File: config.mk
export PLATFORM = sky130hd
export DESIGN_NAME = rle_row_expander
export DESIGN_NICKNAME = d
export VERILOG_FILES = /design/src/hw/rtl/rre_pkg.sv /design/src/hw/rtl/rre_cmd_fifo.sv /design/src/hw/rtl/rre_front.sv /design/src/hw/rtl/rre_back.sv /design/src/hw/rtl/rle_row_expander.sv
export SDC_FILE = /design/constraint.sdc
export NUM_CORES = 1
export LEC_CHECK = 0
export BUFFER_PORTS_ARGS = -buffer_cell sky130_fd_sc_hd__buf_4
export CORE_MARGIN = 2
export CORE_UTILIZATION = 58
export CTS_CLUSTER_SIZE = 12
export DETAILED_ROUTE_END_ITERATION = 16
export PLACE_DENSITY = 0.85
export SYNTH_ARGS = -nofsm -noshare
export SYNTH_HDL_FRONTEND = slang
export SYNTH_SLANG_ARGS = --single-unit
export TNS_END_PERCENT = 20
File: constraint.sdc
create_clock -name clk -period 3.6 [get_ports clk]
set_input_delay 0.36 -clock clk [delete_from_list [all_inputs] [get_ports clk]]
set_output_delay 0.36 -clock clk [all_outputs]
set_load 0.01 [all_outputs]
File: src/hw/rtl/rre_pkg.sv
package rre_pkg;

  localparam int unsigned WORD_W  = 16;
  localparam int unsigned COUNT_W = 7;

  localparam logic [COUNT_W-1:0] COUNT_MASK   = 7'h7f;
  localparam int unsigned        LITERAL_BIT  = 7;

  localparam logic [1:0] LANES_NONE = 2'd0;
  localparam logic [1:0] LANES_ONE  = 2'd1;
  localparam logic [1:0] LANES_TWO  = 2'd2;

  localparam logic CFG_IN_WORD_16  = 1'b0;
  localparam logic CFG_OUT_WORD_16 = 1'b1;

  typedef enum logic [1:0] {
    CMD_LIT,
    CMD_RUN,
    CMD_END
  } cmd_kind_t;

  typedef struct packed {
    cmd_kind_t          kind;
    logic [WORD_W-1:0]  pixel;
    logic [COUNT_W-1:0] count;
  } cmd_t;

  typedef struct packed {
    logic [WORD_W-1:0] pixel_a;
    logic [WORD_W-1:0] pixel_b;
    logic [1:0]        pixels_valid;
    logic              row_end;
    logic              last;
  } res_t;

endpackage

File: src/hw/rtl/rre_cmd_fifo.sv
module rre_cmd_fifo #(
  parameter int unsigned WIDTH = 8,
  parameter int unsigned DEPTH = 2
) (
  input  logic             clk,
  input  logic             rst,
  input  logic             wr_en,
  input  logic [WIDTH-1:0] wr_data,
  output logic             full,
  input  logic             rd_en,
  output logic [WIDTH-1:0] rd_data,
  output logic             empty
);

  localparam int unsigned PTR_W = (DEPTH > 1) ? $clog2(DEPTH) : 1;
  localparam int unsigned CNT_W = $clog2(DEPTH + 1);

  logic [WIDTH-1:0] mem [DEPTH];
  logic [PTR_W-1:0] wr_ptr;
  logic [PTR_W-1:0] rd_ptr;
  logic [CNT_W-1:0] fill;

  logic do_wr;
  logic do_rd;

  assign full    = (fill == CNT_W'(DEPTH));
  assign empty   = (fill == '0);
  assign do_wr   = wr_en && !full;
  assign do_rd   = rd_en && !empty;
  assign rd_data = mem[rd_ptr];

  always_ff @(posedge clk) begin
    if (do_wr) begin
      mem[wr_ptr] <= wr_data;
    end
  end

  always_ff @(posedge clk) begin
    if (rst) begin
      wr_ptr <= '0;
      rd_ptr <= '0;
      fill   <= '0;
    end else begin
      if (do_wr) begin
        wr_ptr <= (wr_ptr == PTR_W'(DEPTH - 1)) ? '0 : wr_ptr + 1'b1;
      end
      if (do_rd) begin
        rd_ptr <= (rd_ptr == PTR_W'(DEPTH - 1)) ? '0 : rd_ptr + 1'b1;
      end
      if (do_wr && !do_rd) begin
        fill <= fill + 1'b1;
      end else if (do_rd && !do_wr) begin
        fill <= fill - 1'b1;
      end
    end
  end

endmodule

File: src/hw/rtl/rre_front.sv
module rre_front import rre_pkg::*; (
  input  logic              clk,
  input  logic              rst,
  input  logic              in_word_16,
  input  logic              out_word_16,
  input  logic              push,
  input  logic [WORD_W-1:0] code_word,
  input  logic              cmd_full,
  output logic              cmd_push,
  output cmd_t              cmd
);

  typedef enum logic [1:0] {
    PH_HEADER,
    PH_LITERAL,
    PH_RUN
  } phase_t;

  phase_t             phase;
  phase_t             phase_next;
  logic [COUNT_W-1:0] remaining;
  logic [COUNT_W-1:0] remaining_next;

  logic               accept;
  logic [WORD_W-1:0]  w;
  logic [WORD_W-1:0]  pix;
  logic [COUNT_W-1:0] hdr_count;

  assign accept    = push && !cmd_full;
  assign w         = in_word_16 ? code_word : {8'h00, code_word[7:0]};
  assign pix       = out_word_16 ? w : {8'h00, w[7:0]};
  assign hdr_count = w[COUNT_W-1:0] & COUNT_MASK;

  always_comb begin
    phase_next     = phase;
    remaining_next = remaining;
    cmd_push       = 1'b0;
    cmd.kind       = CMD_LIT;
    cmd.pixel      = pix;
    cmd.count      = remaining;
    unique case (phase)
      PH_LITERAL: begin
        cmd_push       = accept;
        cmd.kind       = CMD_LIT;
        remaining_next = remaining - 1'b1;
        if (remaining_next == '0) begin
          phase_next = PH_HEADER;
        end
      end
      PH_RUN: begin
        cmd_push       = accept;
        cmd.kind       = CMD_RUN;
        remaining_next = '0;
        phase_next     = PH_HEADER;
      end
      default: begin
        if (hdr_count == '0) begin
          cmd_push       = accept;
          cmd.kind       = CMD_END;
          cmd.pixel      = '0;
          remaining_next = '0;
          phase_next     = PH_HEADER;
        end else begin
          remaining_next = hdr_count;
          phase_next     = w[LITERAL_BIT] ? PH_LITERAL : PH_RUN;
        end
      end
    endcase
  end

  always_ff @(posedge clk) begin
    if (rst) begin
      phase     <= PH_HEADER;
      remaining <= '0;
    end else if (accept) begin
      phase     <= phase_next;
      remaining <= remaining_next;
    end
  end

endmodule

File: src/hw/rtl/rre_back.sv
module rre_back import rre_pkg::*; (
  input  logic clk,
  input  logic rst,
  input  logic cmd_valid,
  input  cmd_t cmd,
  output logic cmd_pop,
  output logic res_valid,
  output res_t res,
  input  logic res_pop
);

  logic               busy;
  logic               busy_next;
  logic [COUNT_W-1:0] left;
  logic [COUNT_W-1:0] left_next;
  logic [WORD_W-1:0]  pix;
  logic [WORD_W-1:0]  pix_next;
  res_t               res_next;

  logic               load_ok;
  logic               start;
  logic               step;
  logic [COUNT_W-1:0] src_n;
  logic [WORD_W-1:0]  src_pix;
  logic               two;
  logic [COUNT_W-1:0] rem;

  assign load_ok = !res_valid || res_pop;
  assign start   = !busy && cmd_valid && load_ok;
  assign step    = busy && load_ok;
  assign cmd_pop = start;

  assign src_n   = busy ? left : cmd.count;
  assign src_pix = busy ? pix : cmd.pixel;
  assign two     = (src_n[COUNT_W-1:1] != '0);
  assign rem     = src_n - (two ? COUNT_W'(2) : COUNT_W'(1));

  always_comb begin
    busy_next             = busy;
    left_next             = left;
    pix_next              = pix;
    res_next.pixel_a      = src_pix;
    res_next.pixel_b      = two ? src_pix : '0;
    res_next.pixels_valid = two ? LANES_TWO : LANES_ONE;
    res_next.row_end      = 1'b0;
    res_next.last         = (rem == '0);
    if (step) begin
      busy_next = (rem != '0);
      left_next = rem;
    end else if (start) begin
      unique case (cmd.kind)
        CMD_RUN: begin
          busy_next = (rem != '0);
          left_next = rem;
          pix_next  = src_pix;
        end
        CMD_END: begin
          res_next.pixel_a      = '0;
          res_next.pixel_b      = '0;
          res_next.pixels_valid = LANES_NONE;
          res_next.row_end      = 1'b1;
          res_next.last         = 1'b1;
        end
        default: begin
          res_next.pixel_a      = src_pix;
          res_next.pixel_b      = '0;
          res_next.pixels_valid = LANES_ONE;
          res_next.last         = 1'b1;
        end
      endcase
    end
  end

  always_ff @(posedge clk) begin
    if (rst) begin
      busy      <= 1'b0;
      res_valid <= 1'b0;
    end else begin
      busy <= busy_next;
      if (start || step) begin
        res_valid <= 1'b1;
      end else if (res_pop) begin
        res_valid <= 1'b0;
      end
    end
  end

  always_ff @(posedge clk) begin
    left <= left_next;
    pix  <= pix_next;
    if (start || step) begin
      res <= res_next;
    end
  end

endmodule

File: src/hw/rtl/rle_row_expander.sv
// Run-length row expander. Each code word beat is taken when push is high and
// full is low; header words are decoded in the front end and produce no
// result, while literals, run values and zero-count headers are queued as
// commands for the back end. The back end emits one result beat per cycle
// while results are popped: one for a literal or row end, ceil(count/2) for a
// run (two pixels per beat, last set on the final beat of each word). Input
// therefore runs at one word per cycle until the command queue (CMD_DEPTH
// entries) fills, which happens when runs longer than four pixels keep the
// expander busy or the result side holds off pop. Write the configuration
// registers only while the block is idle.
module rle_row_expander import rre_pkg::*; #(
  parameter int unsigned CMD_DEPTH = 2
) (
  input  logic              clk,
  input  logic              rst,
  input  logic              cfg_we,
  input  logic              cfg_addr,
  input  logic              cfg_wdata,
  input  logic              push,
  output logic              full,
  input  logic [WORD_W-1:0] code_word,
  output logic              empty,
  input  logic              pop,
  output logic [WORD_W-1:0] pixel_a,
  output logic [WORD_W-1:0] pixel_b,
  output logic [1:0]        pixels_valid,
  output logic              row_end,
  output logic              last
);

  logic in_word_16;
  logic out_word_16;

  logic cmd_push;
  logic cmd_full;
  cmd_t cmd_in;
  logic cmd_pop;
  logic cmd_empty;
  cmd_t cmd_out;
  logic res_valid;
  res_t res;

  always_ff @(posedge clk) begin
    if (rst) begin
      in_word_16  <= 1'b0;
      out_word_16 <= 1'b0;
    end else if (cfg_we) begin
      case (cfg_addr)
        CFG_IN_WORD_16:  in_word_16  <= cfg_wdata;
        CFG_OUT_WORD_16: out_word_16 <= cfg_wdata;
        default: ;
      endcase
    end
  end

  rre_front u_front (
    .clk         (clk),
    .rst         (rst),
    .in_word_16  (in_word_16),
    .out_word_16 (out_word_16),
    .push        (push),
    .code_word   (code_word),
    .cmd_full    (cmd_full),
    .cmd_push    (cmd_push),
    .cmd         (cmd_in)
  );

  rre_cmd_fifo #(
    .WIDTH ($bits(cmd_t)),
    .DEPTH (CMD_DEPTH)
  ) u_cmd_fifo (
    .clk     (clk),
    .rst     (rst),
    .wr_en   (cmd_push),
    .wr_data (cmd_in),
    .full    (cmd_full),
    .rd_en   (cmd_pop),
    .rd_data (cmd_out),
    .empty   (cmd_empty)
  );

  rre_back u_back (
    .clk       (clk),
    .rst       (rst),
    .cmd_valid (!cmd_empty),
    .cmd       (cmd_out),
    .cmd_pop   (cmd_pop),
    .res_valid (res_valid),
    .res       (res),
    .res_pop   (pop)
  );

  assign full         = cmd_full;
  assign empty        = !res_valid;
  assign pixel_a      = res.pixel_a;
  assign pixel_b      = res.pixel_b;
  assign pixels_valid = res.pixels_valid;
  assign row_end      = res.row_end;
  assign last         = res.last;

endmodule
Word level (Yosys, flattened, before mapping):

Memories as Yosys holds them, arrays and structs flattened. A register that Yosys moved wholly into a read port is not among the register bits.
Index checks and enable logic that the tools add are counted.

* input port bits: 23
* bits in latches: 0
* word-level logic and storage cells: 104
* memories: 1
* bits in writable memories: 50
* output and inout port bits: 38
* flip-flop bits (word level): 76
* bits in read-only memories: 0

Memories
* u_cmd_fifo.mem: words 2, width 25, read ports 1, clocked after memory_dff 1, wr ports 1, line rre_cmd_fifo.sv:18 `logic [WIDTH-1:0] mem [DEPTH];`

* bitwise logic cells: 3
* divide/modulo/power cells: 0
* reductions and logical operators: 33
* $lt $le $gt $ge: 0
* muxes and demuxes: 39
* add/sub/neg operators: 6
* equality and inequality tests: 6
* shifts and indexed selects: 0
* multiply operators: 0

Operators with widths (count)
* 2-to-1 mux 16 bit: 5
* 2-to-1 mux 36 bit: 2
* one-hot mux 34 bit (2 select lines): 1
* 2-to-1 mux 7 bit: 5
* logical NOT 7 bit: 3
* 2-to-1 mux 18 bit: 1
* 2-to-1 mux 1 bit: 15
* 2-to-1 mux 2 bit: 7
* one-hot mux 7 bit (2 select lines): 1
* logical AND 1 bit: 8
* one-hot mux 2 bit (2 select lines): 2
* AND reduction 2 bit: 4
* nonzero test 2 bit: 4
* nonzero test 7 bit: 1
* subtractor 7 x 1 -> 7 bit (second input constant): 1
* subtractor 7 bit: 1
* == test 2 bit (second input constant): 3
* logical NOT 1 bit: 6
* nonzero test 6 bit: 1
* == test 2 x 1 -> 1 bit (second input constant): 2
* OR reduction 2 bit: 2
* inverter 1 bit: 3
* AND reduction 3 bit: 1
* adder 1 bit (second input constant): 2
* 5 further kinds: 6

Depth between registers and ports, before layout:

* word-level depth: 10
* gate-level depth with buffers: 11
* mapped depth without buffers: 9

Cells and area by module:

Synthesis repeated with hierarchy kept, for this count alone.

* cell total of the unflattened synthesis: 411
* area, all modules: 5540.3 um2

Modules (own cells, without submodules)
* rre_back: seq. area each 1811.7 um2, cells an instance 198, instances 1, area each 2661.3 um2
* rre_cmd_fifo: seq. area each 1601.5 um2, cells an instance 103, instances 1, area each 2020.7 um2
* rre_front: seq. area each 180.2 um2, cells an instance 99, instances 1, area each 758.2 um2
* rle_row_expander: seq. area each 40.0 um2, cells an instance 11, instances 1, area each 100.1 um2

Worst setup path after synthesis:

Ideal clock, no wire load.

* path kind: register to register
* start: register with a tool-made name
* end: register u_back.left[6] (data pin)
* cell stages (with the launch flop): 10
* slack: 0.647 ns
* clock period less this slack: 2.953 ns
* buffers on the path: 2
* arrival time: 2.692 ns
* setup time: 0.261 ns
* required time: 3.339 ns
* cell sequence: dfxtp_1 > buf_6 > buf_2 > mux2i_1 > nor2_1 > a21oi_1 > or4b_4 > fa_1 > or4_1 > xor2_1

RTL lines
* to (signal assigned): line rre_back.sv:89 `left <= left_next;`
* to (decl): line rre_back.sv:14 `logic [COUNT_W-1:0] left;`

Worst setup path in the final report:

* start: register u_back.busy
* end: register u_back.left[6] (data pin)

* word-level cells in the longest chain between the ends: 7
* elaborated cells on any way between the ends: 8
* those cells by class: add/sub: 1; mux: 5; reduce/logical: 2

RTL lines
* from (decl): line rre_back.sv:12 `logic busy;`
* from (signal assigned): line rre_back.sv:79 `busy <= busy_next;`
* 2-to-1 mux 7 bit: line rre_back.sv:33 `assign src_n = busy ? left : cmd.count;`
* nonzero test 6 bit: line rre_back.sv:35 `assign two = (src_n[COUNT_W-1:1] != '0);`
* 2-to-1 mux 2 bit: line rre_back.sv:36 `assign rem = src_n - (two ? COUNT_W'(2) : COUNT_W'(1));`
* subtractor 7 bit: line rre_back.sv:36
* 2-to-1 mux 7 bit: line rre_back.sv:51 `unique case (cmd.kind)`
* 2-to-1 mux 7 bit: line rre_back.sv:50 `end else if (start) begin`
* 2-to-1 mux 7 bit *: line rre_back.sv:47 `if (step) begin`
* named net u_back.left_next[6]: line rre_back.sv:15 `logic [COUNT_W-1:0] left_next;`

The timed path passes the listed nets; every way through them passes the cells marked *. The select of a mux whose other input is x is not followed.
A chain may end at the register's enable or synchronous reset.

==> summary.md <==
| Metric | Value |
|---|---|
| Status | `completed` |
| Layout area overhead | `20.77%` |
| Critical path endpoint category | `flop` |
| Root Buffer | `clkbuf_8` |
| Ys async rst share | `0%` |
| Final-report hold violation count | `0` |
| Slowest cell on the critical path | `dfxtp_1` |
| Die height | `100.2 um` |
| Synth unique cells | `51` |
| Setup ws final | `0.3468 ns` |
| Final Critical Period | `3.253 ns` |
| GRT Overall Usage | `22.34%` |
| Initial antenna violation count | `0` |
| Layout cells sized above 1 | `21.86%` |
| # H-tree levels | `4` |
| Sequential share of the synthesized area | `67.76%` |
| Final std cells w/o fill | `605` |
| Final net count | `513` |
| Initial Util | `58.87%` |
| Largest net degree at the start of global routing | `37` |
| Hold_ws | `0.04635 ns` |
| Antenna Cells | `0` |
| Post-DP Area | `5898 sq um` |
| Io pins | `61` |
| Data required, critical path | `3.86 ns` |
| P_int | `3.829 mW` |
| CTS clock-pin slew for the worst setup and hold paths | `0.06 ns` |
| CP Class | `flop to flop` |
| Fmax | `307.4 MHz` |
| Clk_lat worst skew | `0.52 ns` |
| Yosys top cell by area | `edfxtp_1` |
| Grt ovf | `0` |
| Gpl congestion | `0.8943` |
| Design Power | `5.648 mW` |
| Number of setup violations in the final report | `0` |
| Top cells by area, synth | `edfxtp_1 (61%), dfxtp_1 (6.7%), nor2_1 (5.2%), mux2i_1 (4.5%), a21oi_1 (2.7%)` |
| Compound-Gate Fraction of Synth Area | `7.116%` |
| Worst Setup SP | `u_back.busy` |
| Post-synthesis simple-gate area fraction | `11.20%` |
| Combinational cell fraction of total power | `29.8%` |
| Flop pwr share | `41.1%` |
| Clock share of power | `29.1%` |
| First-pass GRT wire length | `16660 um` |
| WL/cell | `17.25 um` |
| TritonCTS buffer count | `17` |
| Vias in the first global route | `3295` |
| Critical Path Fanout Max | `17` |
| Cts repair resizes | `0` |
| Worst vdd ir | `0.3872 mV` |
| Initial drt markers | `205` |
| RSZ-0062 raised after global routing | `no` |
| Tightest Hold Check Type | `input port to flop` |
| Synthesized net count | `451` |
| Yosys warning total | `0` |
| Max-Slew Margin vs Limit | `15.60%` |
| # Max-Cap Violations | `0` |
| Switch Pwr | `1.819 mW` |
| Switch share | `32.20%` |
| Hpwl dp | `6759 um` |
| WP data arrival | `3.51 ns` |
| Largest family of logic cells by synthesized area | `simple AND/OR/NAND/NOR gates` |
| Mapped Area | `5363 sq um` |
| Setup TNS Final | `0 ns` |
| Clk buf depth | `2` |
| Util after Layout | `71.10%` |
| Cell row count | `35` |
| Critical Path Max Stage Delay | `0.75 ns` |
| Hold Buf Count CTS | `0` |
| Worst-margin pin slew | `1.261 ns` |
| Antenna viol nets, final | `0` |
| Worst reg2reg setup slack | `0.35 ns` |
| CP startpoint kind | `flop` |
| First-pass DRT Iterations | `5` |
| Routed Wire Length | `10440 um` |
| Die Wd | `100.2 um` |
| CTS tree | `built` |
| RR Startpoint | `u_back.busy` |
| Die area | `10030 sq um` |
| Cells after DPL | `573` |
| Via density | `5.638` |
| Mux contribution to synthesized area | `5.880%` |
| Pins Over Slew Limit | `0` |
| Mapped Cells | `419` |
| Leak | `2.521 nW` |
| Ys flop type | `edfxtp_1` |
| Post-synth EDFFs | `109` |
| Power per standard cell area | `872.1 nW/um^2` |
| Final Cell Area | `6476 sq um` |
| CP Capture Point | `u_back.left[6]` |
| Reg2reg path depth | `6` |
| Tcrit/Tclk final | `90.37%` |
| Clk sinks | `127` |
| Setup bufs post-CTS | `0` |
| Post-route clock skew | `0.01024 ns` |
| Seq cells post-synth | `127` |
| IO buf count | `60` |
| XOR/XNOR Fraction of Synth Area | `1.960%` |
| Post-Synth Adder-Cell Area | `2.240%` |
| Post-route DRC | `0` |
| Crit-path cells | `o21ai_1 > nand3b_2 > or4b_4 > fa_1 > or4_1 > xor2_1` |
| Pre-CTS WS | `0.3519 ns` |
| R2R Path End | `u_back.left[6]` |
| Vias post-DR | `3411` |
| Mean Syn Cell Area | `12.80 sq um` |
| Area fraction of the dominant cell type after synthesis | `61.04%` |
| Core area | `9109 sq um` |
[area by class of cell]
class	instances	area, sq um
inverter	30	112.6
clock buffer	18	417.9
multi-input combinational	240	1525
sequential	127	3633
tap	111	138.9
clock inverter	14	160.2
fill	594	2633
timing repair buffer	65	488.0
[critical path, delay by kind of cell, from the launching register on]
family,cells,cell delay (ns)
AO/OA/AOI/OAI,1,0.24
XOR/XNOR,1,0.16
adder cells (fa/ha/maj),1,0.43
flip-flops,1,0.75
AND/OR/NAND/NOR,3,1.42
[state kept, by name, summed over array words and instances, names as in the netlist, named ones only]
signal             count
u_cmd_fifo.mem        50
u_back.res            36
u_back.pix            16
u_back.left            7
u_front.remaining      7
u_cmd_fifo.fill        2
u_front.phase          2
in_word_16             1
out_word_16            1
u_back.busy            1
u_back.res_valid       1
u_cmd_fifo.rd_ptr      1
u_cmd_fifo.wr_ptr      1
[layout by cell type, fill, tap and decap left out, types with 2 or more instances in the layout]
cell type,n
bufinv_16,2
mux2_4,2
o21ai_0,9
clkbuf_16,16
nor4_1,2
a21oi_1,29
nor3_1,3
mux2i_4,2
inv_1,29
dfxtp_1,18
or3_1,2
a211oi_1,4
nand2_1,16
nand2b_1,3
mux2i_1,24
inv_6,3
buf_4,65
or4_1,2
o31ai_1,3
edfxtp_1,109
nor2_1,73
and2_1,10
xor2_1,7
ha_1,8
xnor2_1,5
nor3_2,2
nor2b_1,2
a211o_1,3
o41ai_1,2
and3_1,2
nand3_1,2
clkinvlp_4,3
clkinv_4,4
o21ai_1,4
[kinds of logic (layout without fill, tap and decap cells)]
logic type / Yosys count / in the layout
compound gates: 63 / 63
xor+xnor: 12 / 12
fa+ha+maj: 9 / 9
buf+inv: 52 / 127
flops: 127 / 127
mux: 28 / 28
simple gates: 128 / 128
[worst min-delay path by stage]
| stage | cells past startpoint | slack (ns) | end | from |
|---|---|---|---|---|
| CTS | 2 | 0.02 | u_front.phase[1] | code_word[7] |
| finish | 2 | 0.05 | u_front.phase[1] | code_word[7] |
| floorplan | 2 | 0.43 | out_word_16 | out_word_16 |
| global route | 1 | 0.03 | u_cmd_fifo.mem[1][13] | code_word[6] |
| global placement | 2 | 0.44 | out_word_16 | out_word_16 |
| detailed placement | 2 | 0.46 | out_word_16 | out_word_16 |
[cell usage after synthesis (all sizes together), types with 2 or more instances]
master	n
nor4	2
xor2	7
o21ai	13
nand2	16
a21oi	29
xnor2	5
nor2	74
or2	2
clkbuf	13
nand3	2
inv	30
o31ai	3
mux2	2
buf	9
o41ai	2
edfxtp	109
or4	2
or4b	2
nor3	5
and2	10
or3	2
nand3b	2
mux2i	26
a211oi	5
nand2b	3
ha	8
dfxtp	18
a211o	3
nor2b	2
and3	2
[per-layer routing]
metal | vias up | wire, um | GRT usage (%)
li1 | 1612 | - | -
met1 | 1642 | 4353 | 29.39
met2 | 138 | 5163 | 34.54
met3 | 19 | 720 | 6.128
met4 | 0 | 202 | 10.96
met5 | - | 0 | 0
[power by group through the flow]
| stage | Combinational [mW] | Clock [mW] | Sequential [mW] |
|---|---|---|---|
| final | 1.68 | 1.65 | 2.32 |
| after global routing | 1.85 | 1.74 | 2.36 |
| after CTS | 1.69 | 1.68 | 2.33 |
| after detailed placement | 1.67 | 0 | 2.35 |
| after global placement | 1.60 | 0 | 2.33 |
| after floorplan | 0.974 | 0 | 2.41 |
(Power assumes the default switching activity.)
